$ cat src/dragonfly_min_route_assert.svh
// Assertion helpers for the dragonfly minimal route block.
`ifndef DRAGONFLY_MIN_ROUTE_ASSERT_SVH
`define DRAGONFLY_MIN_ROUTE_ASSERT_SVH

// pre holds -> post holds in the same cycle
`define DMR_ASSERT_IMPLY(name, clk, rst, pre, post, msg) \
   name: assert property (@(posedge clk) disable iff (rst) (pre) |-> (post)) \
      else $error(msg);

// pre holds -> post holds after the delay given by argument n
`define DMR_ASSERT_DELAY(name, clk, rst, pre, n, post, msg) \
   name: assert property (@(posedge clk) disable iff (rst) (pre) |-> ##n (post)) \
      else $error(msg);

`endif

$ cat src/dmr_pkg.sv
package dmr_pkg;

   localparam int SW_W     = 15;
   localparam int NODE_W   = 5;
   localparam int DNODE_W  = 4;
   localparam int PORT_W   = 6;
   localparam int MASK_W   = 2;
   localparam int RADIX_W  = 7;
   localparam int LSW_W    = 5;
   localparam int SPG_W    = 6;
   localparam int GRP_W    = 10;
   localparam int HALF_W   = SW_W - 1;
   localparam int CSR_ADDR_W = 3;
   localparam int CSR_DATA_W = 32;

   localparam logic [RADIX_W-1:0] RADIX_RESET = 7'd16;
   localparam logic [RADIX_W-1:0] RADIX_MIN   = 7'd8;

   localparam logic REG_SWITCH_RADIX  = 1'b0;
   localparam logic REG_USE_ALL_PORTS = 1'b1;

   localparam logic [MASK_W-1:0] VC_NONE = 2'b00;
   localparam logic [MASK_W-1:0] VC_0    = 2'b01;
   localparam logic [MASK_W-1:0] VC_1    = 2'b10;
   localparam logic [MASK_W-1:0] VC_BOTH = 2'b11;

   // reciprocal table for small divisors: floor(2^RECIP_SHIFT / d)
   localparam int RECIP_SHIFT = 20;
   localparam int RECIP_W     = 20;
   localparam int RECIP_ONE   = 1 << RECIP_SHIFT;
   localparam int RECIP_DEPTH = 32;
   localparam logic [RECIP_W-1:0] RECIP_TABLE [RECIP_DEPTH] = '{
      20'd0, 20'd0,
      20'(RECIP_ONE / 2),  20'(RECIP_ONE / 3),  20'(RECIP_ONE / 4),  20'(RECIP_ONE / 5),
      20'(RECIP_ONE / 6),  20'(RECIP_ONE / 7),  20'(RECIP_ONE / 8),  20'(RECIP_ONE / 9),
      20'(RECIP_ONE / 10), 20'(RECIP_ONE / 11), 20'(RECIP_ONE / 12), 20'(RECIP_ONE / 13),
      20'(RECIP_ONE / 14), 20'(RECIP_ONE / 15), 20'(RECIP_ONE / 16), 20'(RECIP_ONE / 17),
      20'd0, 20'd0, 20'd0, 20'd0, 20'd0, 20'd0, 20'd0,
      20'd0, 20'd0, 20'd0, 20'd0, 20'd0, 20'd0, 20'd0
   };

   typedef enum logic [2:0] {
      ROUTE_BAD,
      ROUTE_CORE,
      ROUTE_SELF,
      ROUTE_LOCAL,
      ROUTE_GLOBAL
   } route_kind_type;

   typedef struct packed {
      logic [GRP_W-1:0] grp;
      logic [LSW_W-1:0] lsw;
   } sw_loc_type;

endpackage

$ cat src/dragonfly_min_route.sv
// Minimal route computation for a dragonfly of switches. One word is taken in every
// cycle (busy is never raised) and its route comes out as a one-cycle rsp_strobe
// pulse with out_port, vc_mask and bad_id; the receiver cannot stall, so results
// must be captured when the strobe is high. The route comes from a seven-stage pipeline:
// group and in-group split by the switches per group, then the global slot split by the
// global ports per switch, each done as a reciprocal multiply with one correction step.
// Topology values derived from switch_radix and use_all_ports are registered after a
// register write and are only read from the second stage on.
`include "dragonfly_min_route_assert.svh"

module dragonfly_min_route
   import dmr_pkg::*;
#(
   parameter int MAX_RADIX = 64
) (
   input  logic                  clock,
   input  logic                  reset,
   input  logic                  start,
   output logic                  busy,
   input  logic [SW_W-1:0]       req_current_switch,
   input  logic [NODE_W-1:0]     req_current_node,
   input  logic [SW_W-1:0]       req_dest_switch,
   input  logic [DNODE_W-1:0]    req_dest_node,
   output logic                  rsp_strobe,
   output logic [PORT_W-1:0]     rsp_out_port,
   output logic [MASK_W-1:0]     rsp_vc_mask,
   output logic                  rsp_bad_id,
   input  logic                  psel,
   input  logic                  penable,
   input  logic                  pwrite,
   input  logic [CSR_ADDR_W-1:0] paddr,
   input  logic [CSR_DATA_W-1:0] pwdata,
   output logic [CSR_DATA_W-1:0] prdata,
   output logic                  pready
);

   localparam int RADIX_ALIGNED = MAX_RADIX - (MAX_RADIX % 4);
   localparam int RADIX_CAP     = (RADIX_ALIGNED < 8) ? 8 : RADIX_ALIGNED;
   localparam int LATENCY       = 7;

   function automatic logic [PORT_W-1:0] local_port(
      input logic [LSW_W-1:0]   a,
      input logic [LSW_W-1:0]   b,
      input logic [RADIX_W-1:0] radix,
      input logic [LSW_W-1:0]   cores
   );
      logic [RADIX_W-1:0] a_x, b_x, c_x, port;
      a_x = {2'b00, a};
      b_x = {2'b00, b};
      c_x = {2'b00, cores};
      if (a_x < b_x) begin
         port = radix - (b_x - a_x);
      end else if (a_x == b_x + 7'd1) begin
         port = c_x;
      end else begin
         port = c_x + b_x + 7'd1;
      end
      return port[PORT_W-1:0];
   endfunction

   function automatic logic [GRP_W-1:0] link_slot_grp(
      input logic [GRP_W-1:0] a,
      input logic [GRP_W-1:0] b,
      input logic [GRP_W-1:0] n
   );
      logic [GRP_W:0]   a_x, b_x;
      logic [GRP_W-1:0] slot;
      a_x = {1'b0, a};
      b_x = {1'b0, b};
      if (a_x < b_x) begin
         slot = n - (b - a);
      end else if (a_x == b_x + 11'd1) begin
         slot = '0;
      end else begin
         slot = b + 10'd1;
      end
      return slot;
   endfunction

   // split a switch id into group and switch-in-group; sw = 2*h + b, spg = 2*cores
   function automatic sw_loc_type split_switch(
      input logic [SW_W-1:0]   sw,
      input logic [HALF_W-1:0] q_est,
      input logic [LSW_W-1:0]  cores
   );
      logic [HALF_W-1:0] c_x, rem, q;
      sw_loc_type        loc;
      c_x = {{(HALF_W-LSW_W){1'b0}}, cores};
      rem = sw[SW_W-1:1] - c_x * q_est;
      q   = q_est;
      if (rem >= c_x) begin
         q   = q_est + 14'd1;
         rem = rem - c_x;
      end
      loc.grp = q[GRP_W-1:0];
      loc.lsw = {rem[LSW_W-2:0], sw[0]};
      return loc;
   endfunction

   // ---------------- configuration registers ----------------
   logic [RADIX_W-1:0] radix_cfg_ff;
   logic               use_all_cfg_ff;
   logic               cfg_write;

   assign cfg_write = psel & penable & pwrite & pready;
   assign pready    = 1'b1;
   assign busy      = 1'b0;

   always_ff @(posedge clock) begin
      if (reset) begin
         radix_cfg_ff   <= RADIX_RESET;
         use_all_cfg_ff <= 1'b0;
      end else if (cfg_write) begin
         case (paddr[2])
            REG_SWITCH_RADIX:  radix_cfg_ff   <= pwdata[RADIX_W-1:0];
            REG_USE_ALL_PORTS: use_all_cfg_ff <= pwdata[0];
            default: ;
         endcase
      end
   end

   always_comb begin
      prdata = '0;
      case (paddr[2])
         REG_SWITCH_RADIX:  prdata[RADIX_W-1:0] = radix_cfg_ff;
         REG_USE_ALL_PORTS: prdata[0]           = use_all_cfg_ff;
         default: ;
      endcase
   end

   // ---------------- derived topology ----------------
   logic [RADIX_W-1:0] radix_al, radix_in, radix_ff;
   logic [LSW_W-1:0]   cores_in, cores_ff, gps_in, gps_ff;
   logic [SPG_W-1:0]   spg_in, spg_ff;
   logic [GRP_W-1:0]   gpg_in, gpg_ff;
   logic [SW_W-1:0]    nsw_in, nsw_ff;
   logic [RECIP_W-1:0] recip_cores_in, recip_cores_ff, recip_gps_in, recip_gps_ff;

   always_comb begin
      radix_al = {radix_cfg_ff[RADIX_W-1:2], 2'b00};
      if (radix_al < RADIX_MIN) begin
         radix_in = RADIX_MIN;
      end else if (radix_al > RADIX_W'(RADIX_CAP)) begin
         radix_in = RADIX_W'(RADIX_CAP);
      end else begin
         radix_in = radix_al;
      end
      cores_in       = radix_in[RADIX_W-1:2];
      spg_in         = radix_in[RADIX_W-1:1];
      gps_in         = cores_in + {{(LSW_W-1){1'b0}}, use_all_cfg_ff};
      gpg_in         = {{(GRP_W-LSW_W){1'b0}}, gps_in} * {{(GRP_W-SPG_W){1'b0}}, spg_in};
      recip_cores_in = RECIP_TABLE[cores_in];
      recip_gps_in   = RECIP_TABLE[gps_in];
      nsw_in         = ({{(SW_W-GRP_W){1'b0}}, gpg_ff} + 15'd1)
                       * {{(SW_W-SPG_W){1'b0}}, spg_ff};
   end

   always_ff @(posedge clock) begin
      radix_ff       <= radix_in;
      cores_ff       <= cores_in;
      spg_ff         <= spg_in;
      gps_ff         <= gps_in;
      gpg_ff         <= gpg_in;
      recip_cores_ff <= recip_cores_in;
      recip_gps_ff   <= recip_gps_in;
      nsw_ff         <= nsw_in;
   end

   // ---------------- pipeline valids ----------------
   logic [LATENCY-1:0] valid_ff;
   logic               accept;

   assign accept = start & ~busy;

   always_ff @(posedge clock) begin
      if (reset) begin
         valid_ff <= '0;
      end else begin
         valid_ff <= {valid_ff[LATENCY-2:0], accept};
      end
   end

   // ---------------- stage 1: capture ----------------
   logic [SW_W-1:0]    s1_cur_sw_ff, s1_dst_sw_ff;
   logic [NODE_W-1:0]  s1_cur_nd_ff;
   logic [DNODE_W-1:0] s1_dst_nd_ff;

   always_ff @(posedge clock) begin
      s1_cur_sw_ff <= req_current_switch;
      s1_cur_nd_ff <= req_current_node;
      s1_dst_sw_ff <= req_dest_switch;
      s1_dst_nd_ff <= req_dest_node;
   end

   // ---------------- stage 2: reciprocal multiply ----------------
   logic [HALF_W+RECIP_W-1:0] prod_c, prod_d;
   logic [HALF_W-1:0]         s2_qc_in, s2_qd_in, s2_qc_ff, s2_qd_ff;
   logic [SW_W-1:0]           s2_cur_sw_ff, s2_dst_sw_ff;
   logic [NODE_W-1:0]         s2_cur_nd_ff;
   logic [DNODE_W-1:0]        s2_dst_nd_ff;

   always_comb begin
      prod_c   = {{RECIP_W{1'b0}}, s1_cur_sw_ff[SW_W-1:1]} * {{HALF_W{1'b0}}, recip_cores_ff};
      prod_d   = {{RECIP_W{1'b0}}, s1_dst_sw_ff[SW_W-1:1]} * {{HALF_W{1'b0}}, recip_cores_ff};
      s2_qc_in = prod_c[HALF_W+RECIP_SHIFT-1:RECIP_SHIFT];
      s2_qd_in = prod_d[HALF_W+RECIP_SHIFT-1:RECIP_SHIFT];
   end

   always_ff @(posedge clock) begin
      s2_qc_ff     <= s2_qc_in;
      s2_qd_ff     <= s2_qd_in;
      s2_cur_sw_ff <= s1_cur_sw_ff;
      s2_cur_nd_ff <= s1_cur_nd_ff;
      s2_dst_sw_ff <= s1_dst_sw_ff;
      s2_dst_nd_ff <= s1_dst_nd_ff;
   end

   // ---------------- stage 3: correction, id checks ----------------
   sw_loc_type         s3_cur_in, s3_dst_in, s3_cur_ff, s3_dst_ff;
   logic               s3_bad_in, s3_bad_ff, s3_core_in, s3_core_ff, s3_self_in, s3_self_ff;
   logic [DNODE_W-1:0] s3_dst_nd_ff;

   always_comb begin
      s3_cur_in  = split_switch(s2_cur_sw_ff, s2_qc_ff, cores_ff);
      s3_dst_in  = split_switch(s2_dst_sw_ff, s2_qd_ff, cores_ff);
      s3_bad_in  = (s2_cur_sw_ff >= nsw_ff) | (s2_dst_sw_ff >= nsw_ff)
                 | (s2_cur_nd_ff > cores_ff) | ({1'b0, s2_dst_nd_ff} >= cores_ff);
      s3_core_in = (s2_cur_nd_ff != cores_ff);
      s3_self_in = (s2_cur_sw_ff == s2_dst_sw_ff);
   end

   always_ff @(posedge clock) begin
      s3_cur_ff    <= s3_cur_in;
      s3_dst_ff    <= s3_dst_in;
      s3_bad_ff    <= s3_bad_in;
      s3_core_ff   <= s3_core_in;
      s3_self_ff   <= s3_self_in;
      s3_dst_nd_ff <= s2_dst_nd_ff;
   end

   // ---------------- stage 4: classify, slots ----------------
   route_kind_type     s4_kind_in, s4_kind_ff;
   logic [GRP_W-1:0]   s4_gp_in, s4_gp_ff;
   logic [PORT_W-1:0]  s4_local_in, s4_local_ff;
   logic [LSW_W-1:0]   s4_cs_ff;
   logic [DNODE_W-1:0] s4_dst_nd_ff;

   always_comb begin
      if (s3_bad_ff) begin
         s4_kind_in = ROUTE_BAD;
      end else if (s3_core_ff) begin
         s4_kind_in = ROUTE_CORE;
      end else if (s3_self_ff) begin
         s4_kind_in = ROUTE_SELF;
      end else if (s3_cur_ff.grp == s3_dst_ff.grp) begin
         s4_kind_in = ROUTE_LOCAL;
      end else begin
         s4_kind_in = ROUTE_GLOBAL;
      end
      s4_gp_in    = link_slot_grp(s3_cur_ff.grp, s3_dst_ff.grp, gpg_ff);
      s4_local_in = local_port(s3_cur_ff.lsw, s3_dst_ff.lsw, radix_ff, cores_ff);
   end

   always_ff @(posedge clock) begin
      s4_kind_ff   <= s4_kind_in;
      s4_gp_ff     <= s4_gp_in;
      s4_local_ff  <= s4_local_in;
      s4_cs_ff     <= s3_cur_ff.lsw;
      s4_dst_nd_ff <= s3_dst_nd_ff;
   end

   // ---------------- stage 5: global slot reciprocal ----------------
   logic [GRP_W+RECIP_W-1:0] prod_g;
   logic [GRP_W-1:0]         s5_q_in, s5_q_ff, s5_gp_ff;
   route_kind_type           s5_kind_ff;
   logic [PORT_W-1:0]        s5_local_ff;
   logic [LSW_W-1:0]         s5_cs_ff;
   logic [DNODE_W-1:0]       s5_dst_nd_ff;

   always_comb begin
      prod_g  = {{RECIP_W{1'b0}}, s4_gp_ff} * {{GRP_W{1'b0}}, recip_gps_ff};
      s5_q_in = prod_g[GRP_W+RECIP_SHIFT-1:RECIP_SHIFT];
   end

   always_ff @(posedge clock) begin
      s5_q_ff      <= s5_q_in;
      s5_gp_ff     <= s4_gp_ff;
      s5_kind_ff   <= s4_kind_ff;
      s5_local_ff  <= s4_local_ff;
      s5_cs_ff     <= s4_cs_ff;
      s5_dst_nd_ff <= s4_dst_nd_ff;
   end

   // ---------------- stage 6: global slot correction ----------------
   logic [GRP_W-1:0]   gps_x, grem_full, gsw_full;
   logic [LSW_W-1:0]   s6_gsw_in, s6_gsw_ff, s6_grem_in, s6_grem_ff;
   route_kind_type     s6_kind_ff;
   logic [PORT_W-1:0]  s6_local_ff;
   logic [LSW_W-1:0]   s6_cs_ff;
   logic [DNODE_W-1:0] s6_dst_nd_ff;

   always_comb begin
      gps_x     = {{(GRP_W-LSW_W){1'b0}}, gps_ff};
      grem_full = s5_gp_ff - s5_q_ff * gps_x;
      gsw_full  = s5_q_ff;
      if (grem_full >= gps_x) begin
         gsw_full  = s5_q_ff + 10'd1;
         grem_full = grem_full - gps_x;
      end
      s6_gsw_in  = gsw_full[LSW_W-1:0];
      s6_grem_in = grem_full[LSW_W-1:0];
   end

   always_ff @(posedge clock) begin
      s6_gsw_ff    <= s6_gsw_in;
      s6_grem_ff   <= s6_grem_in;
      s6_kind_ff   <= s5_kind_ff;
      s6_local_ff  <= s5_local_ff;
      s6_cs_ff     <= s5_cs_ff;
      s6_dst_nd_ff <= s5_dst_nd_ff;
   end

   // ---------------- stage 7: port select, output word ----------------
   logic [PORT_W-1:0]  port_in, rsp_port_ff;
   logic [MASK_W-1:0]  mask_in, rsp_mask_ff;
   logic               bad_in, rsp_bad_ff;
   logic [RADIX_W-1:0] global_sum;

   always_comb begin
      global_sum = {2'b00, cores_ff} + {2'b00, s6_gsw_ff} + {2'b00, s6_grem_ff};
      port_in    = '0;
      mask_in    = VC_NONE;
      bad_in     = 1'b0;
      case (s6_kind_ff)
         ROUTE_BAD: begin
            bad_in = 1'b1;
         end
         ROUTE_CORE: begin
            mask_in = VC_BOTH;
         end
         ROUTE_SELF: begin
            port_in = {2'b00, s6_dst_nd_ff};
            mask_in = VC_0;
         end
         ROUTE_LOCAL: begin
            port_in = s6_local_ff;
            mask_in = VC_1;
         end
         ROUTE_GLOBAL: begin
            if (s6_gsw_ff == s6_cs_ff) begin
               port_in = global_sum[PORT_W-1:0];
            end else begin
               port_in = local_port(s6_cs_ff, s6_gsw_ff, radix_ff, cores_ff);
            end
            mask_in = VC_0;
         end
         default: begin
            bad_in = 1'b1;
         end
      endcase
   end

   always_ff @(posedge clock) begin
      rsp_port_ff <= port_in;
      rsp_mask_ff <= mask_in;
      rsp_bad_ff  <= bad_in;
   end

   assign rsp_strobe   = valid_ff[LATENCY-1];
   assign rsp_out_port = rsp_port_ff;
   assign rsp_vc_mask  = rsp_mask_ff;
   assign rsp_bad_id   = rsp_bad_ff;

   // ---------------- assertions ----------------
   `DMR_ASSERT_DELAY(a_word_comes_out, clock, reset, accept, LATENCY, rsp_strobe,
      "accepted word gave no result at the pipeline latency")
   `DMR_ASSERT_IMPLY(a_no_stray_result, clock, reset, rsp_strobe, $past(accept, LATENCY),
      "result strobe without a matching accepted word")
   `DMR_ASSERT_IMPLY(a_bad_fields_zero, clock, reset, rsp_strobe && rsp_bad_id,
      (rsp_vc_mask == VC_NONE) && (rsp_out_port == '0),
      "bad id result carries a port or channel mask")
   `DMR_ASSERT_IMPLY(a_good_has_vc, clock, reset, rsp_strobe && !rsp_bad_id,
      rsp_vc_mask != VC_NONE, "valid route without any virtual channel")

endmodule

$ cat config.mk
export PLATFORM = sky130hd
export DESIGN_NAME = dragonfly_min_route
export DESIGN_NICKNAME = d
export VERILOG_FILES = /design/src/dmr_pkg.sv /design/src/dragonfly_min_route.sv
export VERILOG_INCLUDE_DIRS = /design/src /design/src/src
export SDC_FILE = /design/constraint.sdc
export NUM_CORES = 2
export LEC_CHECK = 0
export BUFFER_PORTS_ARGS = -buffer_cell sky130_fd_sc_hd__buf_2
export CAP_MARGIN = 20
export CORE_MARGIN = 2
export CORE_UTILIZATION = 60
export DETAILED_ROUTE_END_ITERATION = 12
export PLACE_DENSITY = 0.77
export SYNTH_ARGS = -nofsm -noshare
export SYNTH_HDL_FRONTEND = slang
export SYNTH_SLANG_ARGS = --single-unit
$ cat constraint.sdc
create_clock -name clock -period 10.57 [get_ports clock]
set_input_delay 2.114 -clock clock [delete_from_list [all_inputs] [get_ports clock]]
set_output_delay 2.114 -clock clock [all_outputs]
set_load 0.1 [all_outputs]
; Yosys cells after proc, flatten, opt, wreduce, memory -nomap -nowiden
; Memory sizes are Yosys's and may differ from the RTL's. A register that Yosys moved wholly into a read port is not among the register bits.
; Cells that the tools add are included.
[word_totals]
rom_bits = 1280
word_cells = 145
mem_count = 2
out_inout_bits = 44
input_bits = 80
register_bits = 303
[mem_list]
columns = memory, words, word_bits, rd, rd_ports_with_merged_regs, wr, line_no
row1 = (no name shown), 32, 20, 1, 1, 0, dragonfly_min_route.sv:153  ; recip_gps_in = RECIP_TABLE[gps_in];
row2 = (no name shown), 32, 20, 1, 1, 0, dragonfly_min_route.sv:152  ; recip_cores_in = RECIP_TABLE[cores_in];
[classes]
n_reduce_logical = 6
addsub = 26
n_mux = 23
n_mul = 8
n_eq_ne = 11
bitwise_logic = 8
n_lt_le_gt_ge = 12
[op_table]
columns = op, n
row1 = $mul A14 B20 Y34, 2
row2 = $mux W10, 4
row3 = $mux W6, 6
row4 = $add A10 B1 Y10 const B, 3
row5 = $ge A15 B15 Y1, 2
row6 = $mul A10 B20 Y30, 1
row7 = $sub A10 B10 Y10, 3
row8 = $ge A14 B5 Y1, 2
row9 = $mul A5 B14 Y14, 2
row10 = $sub A14 B14 Y14, 2
row11 = $add A10 B1 Y11 const B, 2
row12 = $pmux W6 S3, 1
row13 = $eq A15 B15 Y1, 1
row14 = $mul A11 B6 Y15, 1
row15 = $mux W7, 2
row16 = $add A5 B1 Y6 const B, 2
row17 = $add A5 B5 Y6, 2
row18 = $add A6 B1 Y6 const B, 2
row19 = $eq A5 B6 Y1, 2
row20 = $not A5 Y6, 2
row21 = $sub A5 B5 Y6, 2
row22 = $sub A6 B6 Y6, 2
row23 = $eq A10 B11 Y1, 1
row24 = $eq A10 B10 Y1, 1
row25 = 33 further kinds, 44

; Logic depth before layout (Yosys ltp)
[logic_depth]
depth_word = 6
depth_mapped = 25
ltp_nobuf = 23

; Worst setup path before layout
; No wires, ideal clock.
[synth_path]
path_type = reg2reg
start = register recip_cores_ff[16]
end = register s2_qc_ff[13]
t_required_ns = 10.445
period_less_slack_ns = 6.122
path_buffers = 2
arrival_ns = 5.996
path_stages_with_launch = 23
setup_ns = 0.125
slack_ns = 4.448
path_cell_list = dfxtp_1 -> clkbuf_1 -> clkbuf_1 -> nand2_1 -> fa_1 -> inv_1 -> fa_1 -> fa_1 -> fa_1 -> fa_1 -> inv_1 -> fa_1 -> inv_1 -> ha_1 -> a21o_1 -> a21o_1 -> a2111oi_0 -> o211ai_1 -> a32o_1 -> a21o_1 -> a21oi_1 -> o31ai_1 -> xnor2_1
[synth_via]
elab_chain_len = 1
[synth_lines]
columns = element, line_no
row1 = from (decl), dragonfly_min_route.sv:137  ; logic [RECIP_W-1:0] recip_cores_in, recip_cores_ff, recip_gps_in, recip_gps_ff;
row2 = $mul A14 B20 Y34, dragonfly_min_route.sv:203  ; prod_c = {{RECIP_W{1'b0}}, s1_cur_sw_ff[SW_W-1:1]} * {{HALF_W{1'b0}}, recip_cores_ff};
row3 = net prod_c[33], dragonfly_min_route.sv:196  ; logic [HALF_W+RECIP_W-1:0] prod_c, prod_d;
row4 = to (signal assigned), dragonfly_min_route.sv:210  ; s2_qc_ff <= s2_qc_in;
row5 = to (decl), dragonfly_min_route.sv:197  ; logic [HALF_W-1:0] s2_qc_in, s2_qd_in, s2_qc_ff, s2_qd_ff;
; The timed path passes the listed nets, and every way through them passes these cells.
; A chain may end at the register's enable or synchronous reset.

; Worst setup path after layout
[layout_path]
start = register s1_dst_sw_ff[3]
end = register s2_qd_ff[11]
[layout_via]
elab_chain_len = 1
[layout_lines]
columns = element, line_no
row1 = from (decl), dragonfly_min_route.sv:184  ; logic [SW_W-1:0] s1_cur_sw_ff, s1_dst_sw_ff;
row2 = from (signal assigned), dragonfly_min_route.sv:191  ; s1_dst_sw_ff <= req_dest_switch;
row3 = $mul A14 B20 Y34, dragonfly_min_route.sv:204  ; prod_d = {{RECIP_W{1'b0}}, s1_dst_sw_ff[SW_W-1:1]} * {{HALF_W{1'b0}}, recip_cores_ff};
row4 = net prod_d[31], dragonfly_min_route.sv:196
row5 = to (signal assigned), dragonfly_min_route.sv:211  ; s2_qd_ff <= s2_qd_in;
row6 = to (decl), dragonfly_min_route.sv:197
; The timed path passes the listed nets, and every way through them passes these cells.

==> metrics.md <==
| Metric | Value |
|---|---|
| Antenna diodes | `0` |
| Slew @ Worst Pin | `1.10 ns` |
| Minimum hold slack | `0.322 ns` |
| Final std cells w/o fill | `5685` |
| Post-synth top area share | `0.331` |
| Cells after Synth | `4767` |
| Synth Flop Type | `dfxtp_1` |
| FF+latch count, synth | `334` |
| Initial DRC count | `1878` |
| Total number of vias | `31500` |
| Ratio of cells with drive above 1 in the final layout | `0.0454` |
| Syn_area_per_cell | `9.14 um^2` |
| Rows | `98` |
| Post-CTS Setup Inserts | `0` |
| Slowest cell on crit path | `dfxtp_1` |
| Routed Antenna Nets | `0` |
| Vias in the first global route | `32900` |
| Peak supply drop | `210 uV` |
| Inst Count DP | `5612` |
| Pwr/cell area | `202 mW/mm^2` |
| Synth Cell Area | `0.0436 mm^2` |
| Cell mode on critical path | `fa_1` |
| Final hold vios | `0` |
| Setup-failing EPs final | `0` |
| Later-pin clock latency in the skew report | `0.58 ns` |
| Gpl congestion | `0.899` |
| CTS Hold Bufs | `0` |
| Top-count cell post-synth | `inv_1` |
| CP Capture Type | `flip-flop` |
| Area after DPL | `0.0445 mm^2` |
| Cts repair resizes | `0` |
| Cells along the critical path | `nand2_1, fa_1, inv_1, fa_1, fa_1, fa_1, fa_1, inv_1, fa_1, inv_1, ha_1, a211oi_1, o21ai_0, a2111oi_1, a21oi_1, o21ai_0, o211a_1, nor2b_1, xnor2_1` |
| Worst-path fanout max | `21` |
| End-of-flow core utilization | `0.640` |
| CTS sink count | `334` |
| Crit-path max cell delay | `1.02 ns` |
| # port buffers | `69` |
| Commonest cells in the netlist | `892 x inv_1, 721 x fa_1, 647 x nand2_1` |
| GRT Total Usage | `0.277` |
| FMAX | `0.142 GHz` |
| Final Max Slew Viols | `0` |
| Design area | `0.0459 mm^2` |
| Async SR Flop Fraction | `0` |
| Post-route minimum period | `7.05 ns` |
| MaxCap Viol Count | `0` |
| Setup TNS | `0 ns` |
| Largest net degree at the start of global routing | `38` |
| CP Launch Type | `flip-flop` |
| Leakage | `0.0229 uW` |
| Core area | `0.0717 mm^2` |
| CP delay by family, top | `adder cells` |
| Final nets | `5984` |
| Ports | `124` |
| Unrepaired setup endpoints after global routing | `false` |
| Die Wd | `273 um` |
| Worst path bufs/invs | `3` |
| WL per Instance | `17.6 um` |
| First-pass GRT wire length | `166000 um` |
| Clk slew on worst S/H paths | `0.06 ns` |
| CTS tree | `yes` |
| Total clock buffers created by CTS | `41` |
| DR pass1 iterations | `6` |
| Area added between synthesis and finish | `5.37%` |
| Seq/Total Area, Yosys | `0.153` |
| Detail Placement HPWL | `73800 um` |
| Clock H-tree levels | `2` |
| Area contributors post-synth | `fa_1 33%, dfxtp_1 15%, ha_1 14%, inv_1 7.7%, nand2_1 5.6%` |
| Residual DRC count | `0` |
| CTS max path bufs | `3` |
| Initial antenna violation count | `1` |
| Biggest area consumer among synthesized cells | `fa_1` |
| Via density | `5.54` |
| DIE HEIGHT | `273 um` |
| Critical path type | `flip-flop to flip-flop` |
| Slew margin rel. | `0.265` |
| Hold Path Class | `flip-flop to flip-flop` |
| EDFF count, synth | `0` |
| Final Skew | `0.0323 ns` |
| Yosys warns | `0` |
| Final period utilization | `0.667` |
| Crit path DAT | `7.55 ns` |
| Clock Tree Root | `clkbuf_16` |
| Status | `complete, no violations` |
| Starting Density | `0.608` |
| WL final | `100000 um` |
| CP required | `11.08 ns` |
| Grt ovf | `0` |
| Full die area | `0.0748 mm^2` |
| Yosys cell types | `84` |
==> stage by stage <==
stage	total power (uW)	worst slack, ns
2_1_floorplan	6430	4.45
6_report	9270	3.52
4_1_cts	9280	3.57
3_5_place_dp	7730	3.63
3_3_place_gp	7550	3.66
5_1_grt	10200	3.14
==> logic make-up (layout without fill, tap and decap cells) <==
| family | count (synthesis) | after routing | synth area share |
|---|---|---|---|
| flip-flops | 334 | 334 | 0.153 |
| AND/OR/NAND/NOR | 1392 | 1392 | 0.154 |
| multiplexers | 42 | 42 | 0.00999 |
| adder cells (fa/ha/maj) | 1199 | 1199 | 0.468 |
| AO/OA/AOI/OAI | 449 | 449 | 0.0696 |
| buffers and inverters | 1140 | 1083 | 0.102 |
| other | 2 | 27 | 0.000172 |
| XOR/XNOR | 209 | 209 | 0.0423 |
==> sequential cells by signal, summed over array words and instances (netlist names), 10 cells and up <==
register / count
nsw_ff: 14
recip_cores_ff: 20
s5_q_ff: 10
s3_dst_ff: 15
s2_cur_sw_ff: 15
s2_dst_sw_ff: 15
s3_cur_ff: 15
recip_gps_ff: 20
s1_dst_sw_ff: 15
s1_cur_sw_ff: 15
s2_qd_ff: 14
s5_gp_ff: 10
s4_gp_ff: 10
s2_qc_ff: 14
==> worst reg2reg max path: cells and delay by family, from the launching register on <==
| family | cells | cell delay [ns] |
|---|---|---|
| AO/OA/AOI/OAI | 6 | 1.88 |
| XOR/XNOR | 1 | 0.14 |
| adder cells (fa/ha/maj) | 7 | 3.37 |
| buffers and inverters | 3 | 0.14 |
| flip-flops | 1 | 1.02 |
| AND/OR/NAND/NOR | 2 | 0.41 |
==> cells in the final DEF, fill, tap and decap left out, types with 7 or more instances in the layout <==
| cell type | n |
|---|---|
| inv_1 | 892 |
| fa_1 | 721 |
| nand2_1 | 647 |
| ha_1 | 478 |
| and2_1 | 388 |
| dfxtp_1 | 334 |
| xnor2_1 | 159 |
| nor2_1 | 138 |
| a21oi_1 | 118 |
| o21ai_0 | 83 |
| buf_2 | 69 |
| a21o_1 | 61 |
| nand3_1 | 50 |
| xor2_1 | 49 |
| buf_4 | 46 |
| clkbuf_16 | 41 |
| nor2b_1 | 40 |
| mux2i_1 | 30 |
| nor3_1 | 28 |
| conb_1 | 27 |
| o21a_1 | 24 |
| nand4_1 | 23 |
| nand2b_1 | 22 |
| o22ai_1 | 18 |
| a211oi_1 | 16 |
| and3_1 | 14 |
| o21bai_1 | 12 |
| o31ai_1 | 11 |
| o211ai_1 | 11 |
| a31oi_1 | 10 |
| mux2_2 | 9 |
| nor4_1 | 8 |
| nor3b_1 | 8 |
| clkbuf_1 | 8 |
| a2111oi_0 | 7 |
| o21ai_1 | 7 |
==> path summary, 6_finish.rpt <==
path,start,to,slack (ns),depth (start not counted)
setup / recovery,s1_dst_sw_ff[3]$_DFF_P_,s2_qd_ff[11]$_DFF_P_,3.52,19
setup reg to reg,s1_dst_sw_ff[3]$_DFF_P_,s2_qd_ff[11]$_DFF_P_,3.52,19
hold / removal,s4_cs_ff[0]$_DFF_P_,s5_cs_ff[0]$_DFF_P_,0.32,0
hold reg to reg,s4_cs_ff[0]$_DFF_P_,s5_cs_ff[0]$_DFF_P_,0.32,0
==> where the power goes <==
part / switching, uW / total (uW) / internal [uW]
Combinational: 3220 / 5770 / 2550
Clock: 584 / 1470 / 884
Sequential: 465 / 2030 / 1560
==> area by class of cell <==
class / instances / area, um^2
Clock buffer: 53 / 1110
Clock inverter: 20 / 325
Fill cell: 5853 / 25800
Inverter: 895 / 3360
Multi-Input combinational cell: 3318 / 32600
Sequential cell: 334 / 6690
Tap cell: 950 / 1190
Timing Repair Buffer: 115 / 691
==> layer usage <==
layer / GRT usage / vias up / routed length, um
li1: - / 14500 / -
met1: 0.359 / 15700 / 40600
met2: 0.471 / 1098 / 48500
met3: 0.0426 / 238 / 7030
met4: 0.103 / 2 / 3760
met5: 0 / - / 9
No activity file was read; power rests on OpenSTA's default activity.
